==> src/rtl/core/bnh_pkg.sv <==
// Package for the bounded neighbor heap: command codes, field widths,
// parameter defaults and the empty-slot weight constant. No dependencies.
`timescale 1ns / 1ps
package bnh_pkg;
    localparam int ROWS_DEF       = 1024;
    localparam int K_DEF          = 16;
    localparam int INDEX_BITS_DEF = 20;

    localparam int CMD_W  = 2;
    localparam int ROW_W  = 10;
    localparam int SLOT_W = 4;
    localparam int WGT_W  = 32;

    localparam logic [CMD_W-1:0] CMD_PUSH  = 2'd0;
    localparam logic [CMD_W-1:0] CMD_DRAIN = 2'd1;
    localparam logic [CMD_W-1:0] CMD_READ  = 2'd2;

    localparam logic [WGT_W-1:0] WGT_EMPTY = '1;
endpackage

==> src/rtl/core/bnh_req_if.sv <==
// Request channel of the bounded neighbor heap: valid/ready and the request fields.
// Depends on bnh_pkg.
`timescale 1ns / 1ps
interface bnh_req_if #(
    parameter int INDEX_BITS = bnh_pkg::INDEX_BITS_DEF
);
    logic                         valid;
    logic                         ready;
    logic [bnh_pkg::CMD_W-1:0]    cmd;
    logic [bnh_pkg::ROW_W-1:0]    row;
    logic [bnh_pkg::SLOT_W-1:0]   slot;
    logic [bnh_pkg::WGT_W-1:0]    weight;
    logic [INDEX_BITS-1:0]        neighbor;
    logic                         new_mark;

    modport source(output valid, cmd, row, slot, weight, neighbor, new_mark, input ready);
    modport sink(input valid, cmd, row, slot, weight, neighbor, new_mark, output ready);
endinterface

==> src/rtl/core/bnh_rsp_if.sv <==
// Result channel of the bounded neighbor heap: valid/ready and the result fields.
// Depends on bnh_pkg.
`timescale 1ns / 1ps
interface bnh_rsp_if #(
    parameter int INDEX_BITS = bnh_pkg::INDEX_BITS_DEF
);
    logic                         valid;
    logic                         ready;
    logic                         inserted;
    logic signed [INDEX_BITS:0]   out_neighbor;
    logic [bnh_pkg::WGT_W-1:0]    out_weight;
    logic                         out_mark;
    logic                         last;

    modport source(output valid, inserted, out_neighbor, out_weight, out_mark, last,
                   input ready);
    modport sink(input valid, inserted, out_neighbor, out_weight, out_mark, last,
                 output ready);
endinterface

==> src/rtl/core/bnh_ctrl.sv <==
// Sequencer of the bounded neighbor heap: clear pass, push with duplicate scan and
// sift-down, heapsort drain, slot read. Drives bnh_mem ports; depends on bnh_pkg.
`timescale 1ns / 1ps
module bnh_ctrl #(
    parameter int ROWS       = bnh_pkg::ROWS_DEF,
    parameter int K          = bnh_pkg::K_DEF,
    parameter int INDEX_BITS = bnh_pkg::INDEX_BITS_DEF,
    parameter int AW         = $clog2(ROWS * K),
    parameter int DW         = INDEX_BITS + 34
) (
    input  logic          i_clk,
    input  logic          i_rst_n,
    bnh_req_if.sink       i_req,
    bnh_rsp_if.source     o_rsp,
    output logic          o_wr_en,
    output logic [AW-1:0] o_wr_addr,
    output logic [DW-1:0] o_wr_data,
    output logic [AW-1:0] o_rd_addr,
    input  logic [DW-1:0] i_rd_data
);
    localparam int NW    = INDEX_BITS + 1;
    localparam int CW    = $clog2(K);
    localparam int LW    = CW + 2;
    localparam int DEPTH = ROWS * K;
    localparam logic [AW-1:0] LAST_ADDR = AW'(DEPTH - 1);
    localparam logic [LW-1:0] K_L       = LW'(K);
    localparam logic [CW-1:0] K_LAST    = CW'(K - 1);
    localparam logic [DW-1:0] EMPTY     = {1'b0, {NW{1'b1}}, bnh_pkg::WGT_EMPTY};

    localparam logic [4:0] S_CLR   = 5'd0;
    localparam logic [4:0] S_IDLE  = 5'd1;
    localparam logic [4:0] S_OUT   = 5'd2;
    localparam logic [4:0] S_P_RT  = 5'd3;
    localparam logic [4:0] S_P_CHK = 5'd4;
    localparam logic [4:0] S_P_SCN = 5'd5;
    localparam logic [4:0] S_P_SFT = 5'd6;
    localparam logic [4:0] S_P_C1  = 5'd7;
    localparam logic [4:0] S_P_C2  = 5'd8;
    localparam logic [4:0] S_H_RT  = 5'd9;
    localparam logic [4:0] S_H_END = 5'd10;
    localparam logic [4:0] S_H_SWP = 5'd11;
    localparam logic [4:0] S_H_SFT = 5'd12;
    localparam logic [4:0] S_H_L   = 5'd13;
    localparam logic [4:0] S_H_R   = 5'd14;
    localparam logic [4:0] S_D_RD  = 5'd15;
    localparam logic [4:0] S_D_LD  = 5'd16;
    localparam logic [4:0] S_R_RD  = 5'd17;
    localparam logic [4:0] S_R_LD  = 5'd18;

    logic [4:0]          r_state, n_state;
    logic [AW-1:0]       r_clr, n_clr;
    logic [AW-1:0]       r_base, n_base;
    logic [bnh_pkg::CMD_W-1:0] r_cmd, n_cmd;
    logic                r_row_ok, n_row_ok;
    logic [CW-1:0]       r_slot, n_slot;
    logic [CW-1:0]       r_cnt, n_cnt;
    logic [CW-1:0]       r_pos, n_pos;
    logic [CW-1:0]       r_end, n_end;
    logic [DW-1:0]       r_elem, n_elem;
    logic [DW-1:0]       r_top, n_top;
    logic [DW-1:0]       r_c1, n_c1;
    logic                r_o_valid, n_o_valid;
    logic                r_o_ins, n_o_ins;
    logic [NW-1:0]       r_o_nb, n_o_nb;
    logic [bnh_pkg::WGT_W-1:0] r_o_w, n_o_w;
    logic                r_o_mark, n_o_mark;
    logic                r_o_last, n_o_last;

    logic                acc;
    logic                row_ok, slot_ok;
    logic [LW-1:0]       lc, rc;
    logic [DW-1:0]       pick;
    logic [CW-1:0]       pick_pos;
    logic                pick_move;

    assign acc     = i_req.valid && i_req.ready;
    assign row_ok  = 32'(i_req.row) < ROWS;
    assign slot_ok = 32'(i_req.slot) < K;
    assign lc      = {1'b0, r_pos, 1'b1};
    assign rc      = lc + LW'(1);

    // heapsort choice among element, left child (r_c1) and right child (i_rd_data)
    always_comb begin
        pick      = r_elem;
        pick_pos  = r_pos;
        pick_move = 1'b0;
        if (r_elem[31:0] < r_c1[31:0]) begin
            pick      = r_c1;
            pick_pos  = CW'(lc);
            pick_move = 1'b1;
        end
        if (pick[31:0] < i_rd_data[31:0]) begin
            pick      = i_rd_data;
            pick_pos  = CW'(rc);
            pick_move = 1'b1;
        end
    end

    always_comb begin
        n_state   = r_state;
        n_clr     = r_clr;
        n_base    = r_base;
        n_cmd     = r_cmd;
        n_row_ok  = r_row_ok;
        n_slot    = r_slot;
        n_cnt     = r_cnt;
        n_pos     = r_pos;
        n_end     = r_end;
        n_elem    = r_elem;
        n_top     = r_top;
        n_c1      = r_c1;
        n_o_valid = r_o_valid;
        n_o_ins   = r_o_ins;
        n_o_nb    = r_o_nb;
        n_o_w     = r_o_w;
        n_o_mark  = r_o_mark;
        n_o_last  = r_o_last;
        o_wr_en   = 1'b0;
        o_wr_addr = r_base + AW'(r_pos);
        o_wr_data = r_elem;
        o_rd_addr = r_base;
        case (r_state)
            S_CLR: begin
                o_wr_en   = 1'b1;
                o_wr_addr = r_clr;
                o_wr_data = EMPTY;
                n_clr     = r_clr + AW'(1);
                if (r_clr == LAST_ADDR) begin
                    n_state = S_IDLE;
                end
            end
            S_IDLE: begin
                if (acc) begin
                    n_cmd    = i_req.cmd;
                    n_row_ok = row_ok;
                    n_slot   = CW'(i_req.slot);
                    n_base   = row_ok ? AW'(32'(i_req.row) * 32'(K)) : '0;
                    n_elem   = {i_req.new_mark, 1'b0, i_req.neighbor, i_req.weight};
                    n_cnt    = '0;
                    n_pos    = '0;
                    n_end    = K_LAST;
                    n_o_ins  = 1'b0;
                    n_o_nb   = '1;
                    n_o_w    = bnh_pkg::WGT_EMPTY;
                    n_o_mark = 1'b0;
                    n_o_last = 1'b1;
                    case (i_req.cmd)
                        bnh_pkg::CMD_PUSH: begin
                            n_o_nb = '0;
                            n_o_w  = '0;
                            if (row_ok) begin
                                n_state = S_P_RT;
                            end else begin
                                n_o_valid = 1'b1;
                                n_state   = S_OUT;
                            end
                        end
                        bnh_pkg::CMD_DRAIN: begin
                            if (row_ok) begin
                                n_state = S_H_RT;
                            end else begin
                                n_o_last  = 1'b0;
                                n_o_valid = 1'b1;
                                n_state   = S_OUT;
                            end
                        end
                        bnh_pkg::CMD_READ: begin
                            if (row_ok && slot_ok) begin
                                n_state = S_R_RD;
                            end else begin
                                n_o_valid = 1'b1;
                                n_state   = S_OUT;
                            end
                        end
                        default: begin
                            n_state = S_IDLE;
                        end
                    endcase
                end
            end
            S_OUT: begin
                if (o_rsp.ready) begin
                    if (r_cmd == bnh_pkg::CMD_DRAIN && !r_o_last) begin
                        n_cnt = r_cnt + CW'(1);
                        if (r_row_ok) begin
                            n_o_valid = 1'b0;
                            n_state   = S_D_RD;
                        end else begin
                            n_o_last = (r_cnt + CW'(1)) == K_LAST;
                        end
                    end else begin
                        n_o_valid = 1'b0;
                        n_state   = S_IDLE;
                    end
                end
            end
            S_P_RT: begin
                n_state = S_P_CHK;
            end
            S_P_CHK: begin
                if (r_elem[31:0] >= i_rd_data[31:0]) begin
                    n_o_valid = 1'b1;
                    n_state   = S_OUT;
                end else begin
                    n_state = S_P_SCN;
                end
            end
            S_P_SCN: begin
                o_rd_addr = r_base + AW'(r_cnt) + AW'(1);
                if (i_rd_data[DW-2:32] == r_elem[DW-2:32]) begin
                    n_o_valid = 1'b1;
                    n_state   = S_OUT;
                end else if (r_cnt == K_LAST) begin
                    n_state = S_P_SFT;
                end else begin
                    n_cnt = r_cnt + CW'(1);
                end
            end
            S_P_SFT: begin
                o_rd_addr = r_base + AW'(lc);
                if (lc >= K_L) begin
                    o_wr_en   = 1'b1;
                    n_o_ins   = 1'b1;
                    n_o_valid = 1'b1;
                    n_state   = S_OUT;
                end else begin
                    n_state = S_P_C1;
                end
            end
            S_P_C1: begin
                n_c1      = i_rd_data;
                o_rd_addr = r_base + AW'(rc);
                if (rc >= K_L) begin
                    o_wr_en = 1'b1;
                    if (i_rd_data[31:0] >= r_elem[31:0]) begin
                        o_wr_data = i_rd_data;
                        n_pos     = CW'(lc);
                        n_state   = S_P_SFT;
                    end else begin
                        n_o_ins   = 1'b1;
                        n_o_valid = 1'b1;
                        n_state   = S_OUT;
                    end
                end else begin
                    n_state = S_P_C2;
                end
            end
            S_P_C2: begin
                o_wr_en = 1'b1;
                if (r_c1[31:0] >= i_rd_data[31:0] && r_elem[31:0] < r_c1[31:0]) begin
                    o_wr_data = r_c1;
                    n_pos     = CW'(lc);
                    n_state   = S_P_SFT;
                end else if (r_c1[31:0] < i_rd_data[31:0]
                             && r_elem[31:0] < i_rd_data[31:0]) begin
                    o_wr_data = i_rd_data;
                    n_pos     = CW'(rc);
                    n_state   = S_P_SFT;
                end else begin
                    n_o_ins   = 1'b1;
                    n_o_valid = 1'b1;
                    n_state   = S_OUT;
                end
            end
            S_H_RT: begin
                n_state = S_H_END;
            end
            S_H_END: begin
                o_rd_addr = r_base + AW'(r_end);
                n_top     = i_rd_data;
                n_state   = S_H_SWP;
            end
            S_H_SWP: begin
                o_wr_en   = 1'b1;
                o_wr_addr = r_base + AW'(r_end);
                o_wr_data = r_top;
                n_elem    = i_rd_data;
                n_pos     = '0;
                n_state   = S_H_SFT;
            end
            S_H_SFT: begin
                o_rd_addr = r_base + AW'(lc);
                if (lc >= LW'(r_end)) begin
                    o_wr_en = 1'b1;
                    if (r_end == CW'(1)) begin
                        n_cnt   = '0;
                        n_state = S_D_RD;
                    end else begin
                        n_end   = r_end - CW'(1);
                        n_state = S_H_RT;
                    end
                end else begin
                    n_state = S_H_L;
                end
            end
            S_H_L: begin
                n_c1      = i_rd_data;
                o_rd_addr = r_base + AW'(rc);
                if (rc < LW'(r_end)) begin
                    n_state = S_H_R;
                end else if (r_elem[31:0] < i_rd_data[31:0]) begin
                    o_wr_en   = 1'b1;
                    o_wr_data = i_rd_data;
                    n_pos     = CW'(lc);
                    n_state   = S_H_SFT;
                end else begin
                    o_wr_en = 1'b1;
                    n_end   = r_end - CW'(1);
                    n_state = S_H_RT;
                end
            end
            S_H_R: begin
                o_wr_en = 1'b1;
                if (pick_move) begin
                    o_wr_data = pick;
                    n_pos     = pick_pos;
                    n_state   = S_H_SFT;
                end else begin
                    n_end   = r_end - CW'(1);
                    n_state = S_H_RT;
                end
            end
            S_D_RD: begin
                o_rd_addr = r_base + AW'(r_cnt);
                n_state   = S_D_LD;
            end
            S_D_LD: begin
                o_wr_en   = 1'b1;
                o_wr_addr = r_base + AW'(r_cnt);
                o_wr_data = EMPTY;
                n_o_nb    = i_rd_data[DW-2:32];
                n_o_w     = i_rd_data[31:0];
                n_o_mark  = i_rd_data[DW-1];
                n_o_last  = r_cnt == K_LAST;
                n_o_valid = 1'b1;
                n_state   = S_OUT;
            end
            S_R_RD: begin
                o_rd_addr = r_base + AW'(r_slot);
                n_state   = S_R_LD;
            end
            S_R_LD: begin
                o_wr_en   = 1'b1;
                o_wr_addr = r_base + AW'(r_slot);
                o_wr_data = {1'b0, i_rd_data[DW-2:0]};
                n_o_nb    = i_rd_data[DW-2:32];
                n_o_w     = i_rd_data[31:0];
                n_o_mark  = i_rd_data[DW-1];
                n_o_valid = 1'b1;
                n_state   = S_OUT;
            end
            default: begin
                n_state = S_IDLE;
            end
        endcase
    end

    always_ff @(posedge i_clk) begin
        if (!i_rst_n) begin
            r_state   <= S_CLR;
            r_clr     <= '0;
            r_o_valid <= 1'b0;
        end else begin
            r_state   <= n_state;
            r_clr     <= n_clr;
            r_o_valid <= n_o_valid;
        end
        r_base   <= n_base;
        r_cmd    <= n_cmd;
        r_row_ok <= n_row_ok;
        r_slot   <= n_slot;
        r_cnt    <= n_cnt;
        r_pos    <= n_pos;
        r_end    <= n_end;
        r_elem   <= n_elem;
        r_top    <= n_top;
        r_c1     <= n_c1;
        r_o_ins  <= n_o_ins;
        r_o_nb   <= n_o_nb;
        r_o_w    <= n_o_w;
        r_o_mark <= n_o_mark;
        r_o_last <= n_o_last;
    end

    assign i_req.ready        = (r_state == S_IDLE);
    assign o_rsp.valid        = r_o_valid;
    assign o_rsp.inserted     = r_o_ins;
    assign o_rsp.out_neighbor = $signed(r_o_nb);
    assign o_rsp.out_weight   = r_o_w;
    assign o_rsp.out_mark     = r_o_mark;
    assign o_rsp.last         = r_o_last;

    a_no_req_in_clear: assert property (@(posedge i_clk) disable iff (!i_rst_n)
        (r_state == S_CLR) |-> !i_req.ready)
        else $error("request taken during clear pass");
    a_busy_after_accept: assert property (@(posedge i_clk) disable iff (!i_rst_n)
        (acc && (i_req.cmd == bnh_pkg::CMD_PUSH || i_req.cmd == bnh_pkg::CMD_DRAIN
                 || i_req.cmd == bnh_pkg::CMD_READ)) |=> !i_req.ready)
        else $error("second request taken while busy");
    a_valid_only_in_out: assert property (@(posedge i_clk) disable iff (!i_rst_n)
        r_o_valid |-> (r_state == S_OUT))
        else $error("result valid outside output state");
    a_wr_in_range: assert property (@(posedge i_clk) disable iff (!i_rst_n)
        o_wr_en |-> (o_wr_addr <= LAST_ADDR))
        else $error("write beyond slot store");
endmodule

==> src/flat_wrapper.sv <==
// flat-port wrapper written by rule: the top's interface ports become plain ports
module bnh_ctrl_flat 
#(
    parameter int ROWS       = bnh_pkg::ROWS_DEF,
    parameter int K          = bnh_pkg::K_DEF,
    parameter int INDEX_BITS = bnh_pkg::INDEX_BITS_DEF,
    parameter int AW         = $clog2(ROWS * K),
    parameter int DW         = INDEX_BITS + 34
)
  (i_clk, i_rst_n, o_wr_en, o_wr_addr, o_wr_data, o_rd_addr, i_rd_data, i_req_valid, i_req_cmd, i_req_row, i_req_slot, i_req_weight, i_req_neighbor, i_req_new_mark, i_req_ready, o_rsp_valid, o_rsp_inserted, o_rsp_out_neighbor, o_rsp_out_weight, o_rsp_out_mark, o_rsp_last, o_rsp_ready);
  bnh_req_if #(.INDEX_BITS(INDEX_BITS)) i_req_i ();
  bnh_rsp_if #(.INDEX_BITS(INDEX_BITS)) o_rsp_i ();
  input  logic i_clk;
  input  logic i_rst_n;
  output logic o_wr_en;
  output logic [AW-1:0] o_wr_addr;
  output logic [DW-1:0] o_wr_data;
  output logic [AW-1:0] o_rd_addr;
  input  logic [DW-1:0] i_rd_data;
  input wire logic [$bits(i_req_i.valid)-1:0] i_req_valid;
  input wire logic [$bits(i_req_i.cmd)-1:0] i_req_cmd;
  input wire logic [$bits(i_req_i.row)-1:0] i_req_row;
  input wire logic [$bits(i_req_i.slot)-1:0] i_req_slot;
  input wire logic [$bits(i_req_i.weight)-1:0] i_req_weight;
  input wire logic [$bits(i_req_i.neighbor)-1:0] i_req_neighbor;
  input wire logic [$bits(i_req_i.new_mark)-1:0] i_req_new_mark;
  output wire logic [$bits(i_req_i.ready)-1:0] i_req_ready;
  output wire logic [$bits(o_rsp_i.valid)-1:0] o_rsp_valid;
  output wire logic [$bits(o_rsp_i.inserted)-1:0] o_rsp_inserted;
  output wire logic [$bits(o_rsp_i.out_neighbor)-1:0] o_rsp_out_neighbor;
  output wire logic [$bits(o_rsp_i.out_weight)-1:0] o_rsp_out_weight;
  output wire logic [$bits(o_rsp_i.out_mark)-1:0] o_rsp_out_mark;
  output wire logic [$bits(o_rsp_i.last)-1:0] o_rsp_last;
  input wire logic [$bits(o_rsp_i.ready)-1:0] o_rsp_ready;
  assign i_req_i.valid = i_req_valid;
  assign i_req_i.cmd = i_req_cmd;
  assign i_req_i.row = i_req_row;
  assign i_req_i.slot = i_req_slot;
  assign i_req_i.weight = i_req_weight;
  assign i_req_i.neighbor = i_req_neighbor;
  assign i_req_i.new_mark = i_req_new_mark;
  assign i_req_ready = i_req_i.ready;
  assign o_rsp_valid = o_rsp_i.valid;
  assign o_rsp_inserted = o_rsp_i.inserted;
  assign o_rsp_out_neighbor = o_rsp_i.out_neighbor;
  assign o_rsp_out_weight = o_rsp_i.out_weight;
  assign o_rsp_out_mark = o_rsp_i.out_mark;
  assign o_rsp_last = o_rsp_i.last;
  assign o_rsp_i.ready = o_rsp_ready;
  bnh_ctrl #(.ROWS(ROWS), .K(K), .INDEX_BITS(INDEX_BITS), .AW(AW), .DW(DW)) u_core (.i_clk(i_clk), .i_rst_n(i_rst_n), .i_req(i_req_i), .o_rsp(o_rsp_i), .o_wr_en(o_wr_en), .o_wr_addr(o_wr_addr), .o_wr_data(o_wr_data), .o_rd_addr(o_rd_addr), .i_rd_data(i_rd_data));
endmodule
==> config.mk <==
export PLATFORM = sky130hd
export DESIGN_NAME = bnh_ctrl_flat
export DESIGN_NICKNAME = d
export VERILOG_FILES = /design/src/rtl/core/bnh_pkg.sv /design/src/rtl/core/bnh_req_if.sv /design/src/rtl/core/bnh_rsp_if.sv /design/src/rtl/core/bnh_ctrl.sv /design/src/flat_wrapper.sv
export SDC_FILE = /design/constraint.sdc
export NUM_CORES = 1
export LEC_CHECK = 0
export BUFFER_PORTS_ARGS = -buffer_cell sky130_fd_sc_hd__buf_2
export CAP_MARGIN = 20
export CORE_MARGIN = 1.5
export CORE_UTILIZATION = 55
export CTS_CLUSTER_DIAMETER = 150
export DETAILED_ROUTE_END_ITERATION = 10
export HOLD_SLACK_MARGIN = 0.06
export PLACE_DENSITY = 0.78
export SETUP_SLACK_MARGIN = 0.1
export SYNTH_ARGS = -nofsm -noshare
export SYNTH_HDL_FRONTEND = slang
export SYNTH_SLANG_ARGS = --single-unit
==> constraint.sdc <==
create_clock -name i_clk -period 7.6 [get_ports i_clk]
set_input_delay 1.14 -clock i_clk [delete_from_list [all_inputs] [get_ports i_clk]]
set_output_delay 1.14 -clock i_clk [all_outputs]
set_load 0.005 [all_outputs]
; ---- Word level (Yosys, flattened, before mapping)
; Index checks and enable logic that the tools add are counted.
[op_classes]
addsub = 11
order_cmp = 11
eq_ne = 50
mux = 85
bitwise = 1
n_reduce_logical = 30
[ops]
columns = op, count
row1 = $mux W54, 10
row2 = $pmux W54 S7, 1
row3 = $lt A32 B32 Y1, 4
row4 = $pmux W54 S2, 1
row5 = $ge A32 B32 Y1, 3
row6 = $mux W4, 24
row7 = $pmux W5 S18, 1
row8 = $pmux W14 S6, 1
row9 = $mux W32, 2
row10 = $pmux W32 S2, 1
row11 = $add A14 B4 Y14, 4
row12 = $pmux W14 S4, 1
row13 = $mux W21, 2
row14 = $pmux W21 S2, 1
row15 = $eq A5 B4 Y1 const B, 8
row16 = $mux W5, 7
row17 = $pmux W4 S4, 2
row18 = $add A14 B1 Y14 const B, 2
row19 = $mux W3, 8
row20 = $pmux W4 S6, 1
row21 = $ne A2 B1 Y1 const B, 11
row22 = $ne A2 B2 Y1 const B, 11
row23 = $eq A21 B21 Y1, 1
row24 = $eq A5 B3 Y1 const B, 4
row25 = 42 further kinds, 77
[word_totals]
regBits = 266
out_inout_bits = 141
wordCells = 205

; ---- Depth between registers and ports, before layout
; Gate-level depths: netlist (run 1).
[depth]
word_depth = 6
mapped_depth = 24

; ---- Worst setup path before layout (run 1)
; OpenSTA, ideal clock, no wires.
[synth_path]
path_type = register -> output
start = register u_core.r_c1[30]
end = output o_wr_data[33]
arrival_ns = 5.101
required_time_ns = 6.460
setup_slack_ns = 1.359
path_stages_with_launch = 25
n_path_buf = 4
cell_sequence = edfxtp_1 inv_1 ha_1 nand4_1 nor4_2 a221oi_1 o211ai_1 nor2_1 clkbuf_1 clkbuf_1 nand2_1 o21ai_0 ha_1 a21o_1 a221oi_2 o21ai_2 a2111oi_4 o21bai_2 a2111oi_4 nor2_2 a211o_1 buf_6 nand2b_4 buf_6 a221o_1
[synth_between]
elab_chain_len = 6
word_cells_on_any_way = 14
cone_classes = 4 x order compare / 8 x mux / 2 x reduce/logical
[synth_rtl]
columns = element, line
row1 = from (decl), bnh_ctrl.sv:61  ; logic [DW-1:0] r_c1, n_c1;
row2 = from (signal assigned), bnh_ctrl.sv:377  ; r_c1 <= n_c1;
row3 = $lt A32 B32 Y1, "bnh_ctrl.sv:87, bnh_ctrl.sv:250"
row4 = $mux W54, bnh_ctrl.sv:87  ; if (r_elem[31:0] < r_c1[31:0]) begin
row5 = $lt A32 B32 Y1, bnh_ctrl.sv:92  ; if (pick[31:0] < i_rd_data[31:0]) begin
row6 = $mux W54 / $mux W1 (equally long branches), bnh_ctrl.sv:92
row7 = $mux W54, bnh_ctrl.sv:314  ; if (pick_move) begin
row8 = $pmux W54 S7 (*), bnh_ctrl.sv:122  ; case (r_state)
row9 = to (decl), flat_wrapper.sv:17  ; output logic [DW-1:0] o_wr_data;
; Mark *: on every way between the ends. The rest lies on a longest branch, timed or not.

; ---- Worst setup path after layout (run 1)
[layout_path]
start = register u_core.r_c1[31]
end = output o_wr_data[36]
; Same word-level chain as after synthesis.

==> run metrics, run 1 <==
crit path kind=flip-flop to primary output; maximum VDD drop=0.186 mV; Inst Count DP=2,103; number of flops mapped to enable cells by yosys=246; share of cells above drive strength 1=24.1%; status=complete, no violations; GRT Max-Usage Layer=met2; Clk pin slew, worst setup/hold paths=0.07 ns; DR iter-0 viols=1,403; unrepaired setup endpoints after global routing=yes; Avg Synthesized Cell Area=10.9 sq um; Synth Warn #=0; ys async rst share=0%; max cap viols=0; final worst slack=0.321 ns; post-synthesis sequential area ratio=47.7%; All-Layer GR Usage=30.5%; CTS Buf Count=28; Netlist cell types=73; Tmin final=7.28 ns; met3 usage=4.94%; syn_nets=1,769; full die area=0.0307 sq mm; First-pass DRT Iterations=6; ys flop type=edfxtp_1; remaining global-route overflow=0; Final Max Tran Viols=0; Req. time, crit path=6.46 ns; fin crit share=95.8%; Core ar.=0.0289 sq mm; Post-Layout Cell Count=2,163; Die Y=175 microns; Post-DP HPWL=33,500 microns; first-pass GRT wire length=74,100 microns; I/O Buffers=267; DR vias=13,691; met2 GRT Util=50.1%; final hold violation count=0; Yosys reg bits=266; TritonCTS clock tree=built; H-tree depth=1; FP Rows=62; clock skew=0.0300 ns; met1 GRT Util=41.2%; Worst-Margin Slew=0.914 ns; chip width=175 microns; DRC=0; I/O pins=268; Max Fclk=0.137 GHz; initial antenna violation count=1; PwrDens=197 mW/mm^2; largest net degree at the start of global routing=86; routed wire length=47,500 microns; post-route ant nets=0; normalized max-slew margin=39.0%; Avg WL per Cell=22.0 microns; most common cell after layout, fill and taps aside=buf_2; Critical Path AT=6.14 ns; Post-Syn Area=0.0163 sq mm; worst-skew pair later-pin latency=0.57 ns; Area Overhead vs Synth=17.2%; vias per cell=6.33; number of global-route vias before repair=13,513; Net count, final=2,024; root buf cell=clkbuf_16; startpoint type of the worst setup path=flip-flop; Post-CTS Hold Fix Bufs=0; Final setup viols=0; Leak Pwr=7.69 nW; antenna diode count=0; Design Power=3.76 mW; Clock Path Buffers=3; crit end category=primary output; gpl congestion=0.953; Initial Util=56.4%; crit path max fanout=21; Post-Place Setup Slack=0.377 ns; most frequent cells in the layout=buf_2, edfxtp_1, ha_1; HP Class=flip-flop to flip-flop; TNS Setup=0 ns; clock sinks=266; post-synthesis cell count=1,502
-- repair_timing --
item,4_1_cts,5_1_grt
endpoints found under the hold margin,0,0
endpoints found under the setup margin,47,52
pin swaps,2,3
setup buffers,4,2
gates resized for setup,3,2
-- stage by stage --
step	instance area, sq um	util, %	hold WS [ns]
after floorplan	16300	-	0.469
after global placement	18100	62.5	0.485
after global routing	19100	66.2	0.568
final	19100	66.2	0.522
after CTS	19100	66.0	0.525
after detailed placement	18100	62.6	0.520
-- cell usage after synthesis (23+ instances only) --
library cell	number	area, sq um
inv_1	116	435
xnor2_1	23	201
nor3_1	25	125
clkbuf_1	57	214
a221o_1	77	771
o21a_1	56	420
nor2_1	69	259
nand2_1	124	465
a221oi_1	32	280
nand4_1	29	181
edfxtp_1	246	7390
nand3_1	29	145
ha_1	139	1740
o21ai_0	79	395
mux2_2	64	721
a21oi_1	94	470
-- flip-flops by register name, summed over array words and instances (netlist names), 2 cells and up --
| signal | count |
|---|---|
| u_core.r_end | 4 |
| u_core.o_rsp.out_weight | 32 |
| u_core.r_clr | 14 |
| u_core.r_base | 10 |
| u_core.r_c1 | 54 |
| u_core.r_slot | 4 |
| u_core.r_pos | 4 |
| u_core.r_state | 5 |
| u_core.r_cnt | 4 |
| u_core.o_rsp.out_neighbor | 21 |
| u_core.r_top | 54 |
| u_core.r_cmd | 2 |
| u_core.r_elem | 54 |
-- logic make-up (layout without fill, tap and decap cells) --
kind of cell	Yosys count	after routing	synth area share, %
compound gates	438	438	19.5
simple gates	358	358	10.6
flops	266	266	47.7
buf+inv	189	466	4.49
fa+ha+maj	140	140	10.8
mux	66	66	4.54
xor+xnor	45	45	2.41
-- path summary, 6_finish.rpt --
check / startpoint / end / slack [ns] / cells past startpoint
min reg2reg: u_core.r_clr[10] / u_core.r_clr[10] / 0.52 / 2
max: u_core.r_c1[31] / o_wr_data[36] / 0.32 / 22
min: u_core.r_clr[10] / u_core.r_clr[10] / 0.52 / 2
max reg2reg: u_core.r_c1[31] / u_core.r_pos[2] / 1.95 / 20
-- critical path, stage by stage (launching register included) --
cell,delay [ns]
edfxtp_1,0.44
inv_1,0.07
ha_1,0.33
nand4_1,0.28
nor4_4,0.33
o211ai_1,0.17
a21oi_2,0.23
nor2_4,0.08
buf_4,0.20
nand2_1,0.07
o21ai_0,0.09
ha_1,0.32
and3_4,0.16
a221oi_2,0.26
o21ai_2,0.10
a2111oi_4,0.37
o21bai_2,0.13
nor2_1,0.39
nor2_2,0.16
a211o_2,0.49
nand2b_4,0.31
a221o_1,0.42
buf_2,0.13
-- final cells by class --
type / instances / area [sq um]
inverter: 117 / 439
clock buffer: 38 / 758
fill: 2298 / 9790
timing repair buffer: 297 / 1620
clock inverter: 14 / 166
sequential: 266 / 7790
tap: 384 / 480
multi-input combinational: 1047 / 7890
-- routing by layer --
| metal | share of wire (%) | vias up | wire length, microns |
|---|---|---|---|
| li1 | - | 6273 | - |
| met1 | 41 | 6629 | 19700 |
| met2 | 47 | 679 | 22400 |
| met3 | 7.9 | 108 | 3780 |
| met4 | 3.4 | 2 | 1590 |
| met5 | 0.015 | - | 7 |
-- report_power, final --
| part | internal [mW] | switching [mW] |
|---|---|---|
| combinational | 0.300 | 0.394 |
| sequential | 1.66 | 0.0348 |
| clock | 0.803 | 0.577 |
Power figures use the tool's default switching activity.
==> run 2, diff against run 1 <==
Settings changed: CORE_MARGIN 1.5 to 1.
==> run 2 against run 1 <==
Net effect:
- hold slack worse by 0.0077 ns
- combinational power hardly changed
- cell count hardly changed
- sequential cell count stayed put
- clock power is 9% higher
- clock skew is 0.017 ns lower
- register-to-register slack worse by 0.18 ns
- critical path type unchanged
- critical endpoint is now o_wr_data[33]
==> run metrics, run 2 (same netlist as run 1, synthesis figures left out) <==
status=complete, no violations; full die area=0.0304 sq mm (-1.1%); Inst Count DP=2,102 (-0.048%); root buf cell=clkbuf_16; Clk pin slew, worst setup/hold paths=0.06 ns (about the same); DR vias=13,664 (-0.20%); Post-CTS Hold Fix Bufs=0 (unchanged); startpoint type of the worst setup path=flip-flop; CTS Buf Count=29 (+3.6%); crit path kind=flip-flop to primary output; antenna diode count=0 (unchanged); final worst slack=0.323 ns (+0.00234 ns); Reg power frac=43.5% (-1.4 points); worst-skew pair later-pin latency=0.57 ns (about the same); vias per cell=6.31 (-0.29%); DRC=0 (unchanged); max cap viols=0 (unchanged); Net count, final=2,025 (+0.049%); fin crit share=95.7% (about the same); Post-Layout Cell Count=2,165 (+0.092%); Final Max Tran Viols=0 (unchanged); FP Rows=62 (unchanged); First-pass DRT Iterations=6 (unchanged); Switching Share=26.6% (-0.072 points); initial antenna violation count=0 (-1); Final setup viols=0 (unchanged); post-route ant nets=0 (unchanged); Area Overhead vs Synth=17.9%; Design Power=3.89 mW (+3.2%); Post-DP HPWL=33,500 microns (+0.12%); routed wire length=47,900 microns (+0.65%); HP Class=flip-flop to flip-flop; crit path max fanout=21 (unchanged); share of cells above drive strength 1=24.6% (+0.53 points); Avg WL per Cell=22.1 microns (+0.56%); normalized max-slew margin=27.9% (-11 points); Pint=2.85 mW (+3.3%); clock sinks=266 (unchanged); PwrDens=202 mW/mm^2 (+2.6%); maximum VDD drop=0.184 mV (-1.1%); CP cell instances=inv_1 > ha_1 > nand4_1 > nor4_4 > buf_4 > a221oi_1 > o211ai_1 > buf_4 > buf_4 > nor2_2 > nand2_1 > o21ai_0 > ha_1 > o21ai_0 > a21oi_1 > a221oi_1 > o21ai_0 > a2111oi_4 > nor2_2 > a211o_4 > nand2b_4 > a221o_1 > buf_2; Clock Path Buffers=3 (unchanged); largest net degree at the start of global routing=88 (+2.3%); clock skew=0.0127 ns (-0.0173 ns); remaining global-route overflow=0 (unchanged); Initial Util=56.4% (unchanged); chip width=174 microns (-0.57%); first-pass GRT wire length=73,900 microns (-0.29%); All-Layer GR Usage=30.9% (+0.33 points); Core ar.=0.0289 sq mm (unchanged); most frequent cells in the layout=buf_2, edfxtp_1, ha_1; Die Y=174 microns (-0.57%); number of global-route vias before repair=13,467 (-0.34%); Worst-Margin Slew=1.08 ns (+0.163 ns); Post-Place Setup Slack=0.359 ns (-0.0180 ns); H-tree depth=1 (unchanged); Max Fclk=0.137 GHz (about the same); Logic pwr share=17.8% (-0.6 points); most common cell after layout, fill and taps aside=buf_2; final hold violation count=0 (unchanged); worst reg-to-reg setup slack=1.77 ns (-0.18 ns); Slowest Stage Delay on Critical Path=0.45 ns (-0.04 ns); gpl congestion=0.949 (-0.41%); unrepaired setup endpoints after global routing=no; DR iter-0 viols=1,432 (+2.1%); TNS Setup=0 ns (unchanged); Req. time, crit path=6.46 ns (about the same); clock share of power=38.7% (+2.0 points); slowest CP cell=a2111oi_4; Critical Path AT=6.14 ns (about the same); crit end category=primary output; TritonCTS clock tree=built; I/O pins=268 (unchanged); I/O Buffers=267 (unchanged); registers with the most flip-flops=u_core.r_c1: 54 flops, u_core.r_elem: 54 flops, u_core.r_top: 54 flops; Tmin final=7.28 ns (-0.00234 ns); sw power=1.04 mW (+3.0%); Leak Pwr=7.74 nW (+0.60%)
run 2: cell types whose count changed in the layout (fill, tap and decap cells not counted), sizes merged:
cell | before | now
nor2 | 70 | 72
clkinvlp | 0 | 2
inv | 117 | 119
bufinv | 3 | 5
buf | 296 | 295
clkbuf | 39 | 34
run 2: metrics by stage:
stage / instance area, sq um / utilization, % / hold WS [ns]
3_5_place_dp: 18100 / 62.6 / 0.502
3_3_place_gp: 18100 / 62.5 / 0.493
6_report: 19300 / 66.5 / 0.514
2_1_floorplan: 16300 / - / 0.469
5_1_grt: 19300 / 66.5 / 0.544
4_1_cts: 19200 / 66.2 / 0.515
run 2: worst paths after layout:
check                                 startpoint                to  cells after the start
worst max-delay path             u_core.r_c1[31]     o_wr_data[33]                     23
worst min-delay path            u_core.r_clr[12]  u_core.r_clr[12]                      2
worst max register to register   u_core.r_c1[31]   u_core.r_pos[2]                     22
worst min register to register  u_core.r_clr[12]  u_core.r_clr[12]                      2
run 2: worst max-delay path: cells and delay by family (launching register included):
family / cells / cell delay (ns)
AO/OA/AOI/OAI: 10 / 2.61
adder cells (fa/ha/maj): 2 / 0.62
AND/OR/NAND/NOR: 6 / 1.20
flip-flops: 1 / 0.43
buffers and inverters: 5 / 0.69
run 2: power by group through the flow:
stage               registers [mW]  logic [mW]  clock network (mW)
finish                        1.69       0.692                1.50
global route                  1.69       0.751                1.58
global placement              1.72       0.653                   0
CTS                           1.69       0.681                1.52
detailed placement            1.72       0.674                   0
floorplan                     1.72       0.392                   0
run 2: area by class of cell:
class                      instances  area [sq um]
sequential                       266          7790
tap                              384           480
clock buffer                      34           766
fill                            2237          9680
timing repair buffer             295          1590
clock inverter                    20           255
inverter                         117           439
multi-input combinational       1049          7930
run 2: repair_timing:
item                       in CTS  in global routing
pin swaps                       2                  6
gates resized for setup         3                  6
setup endpoints to repair      54                 54
cloned                          1                  1
setup buffers                   0                  7
run 2: per-layer routing:
metal  vias to the layer above  routed length (microns)  track usage, %  share of wire (%)
li1                       6287                        -               -                  -
met1                      6601                    20200            42.0                 42
met2                       672                    22600            51.2                 47
met3                       104                     3850            4.79                8.0
met4                         0                     1270            8.48                2.7
met5                         -                        0               0                  0
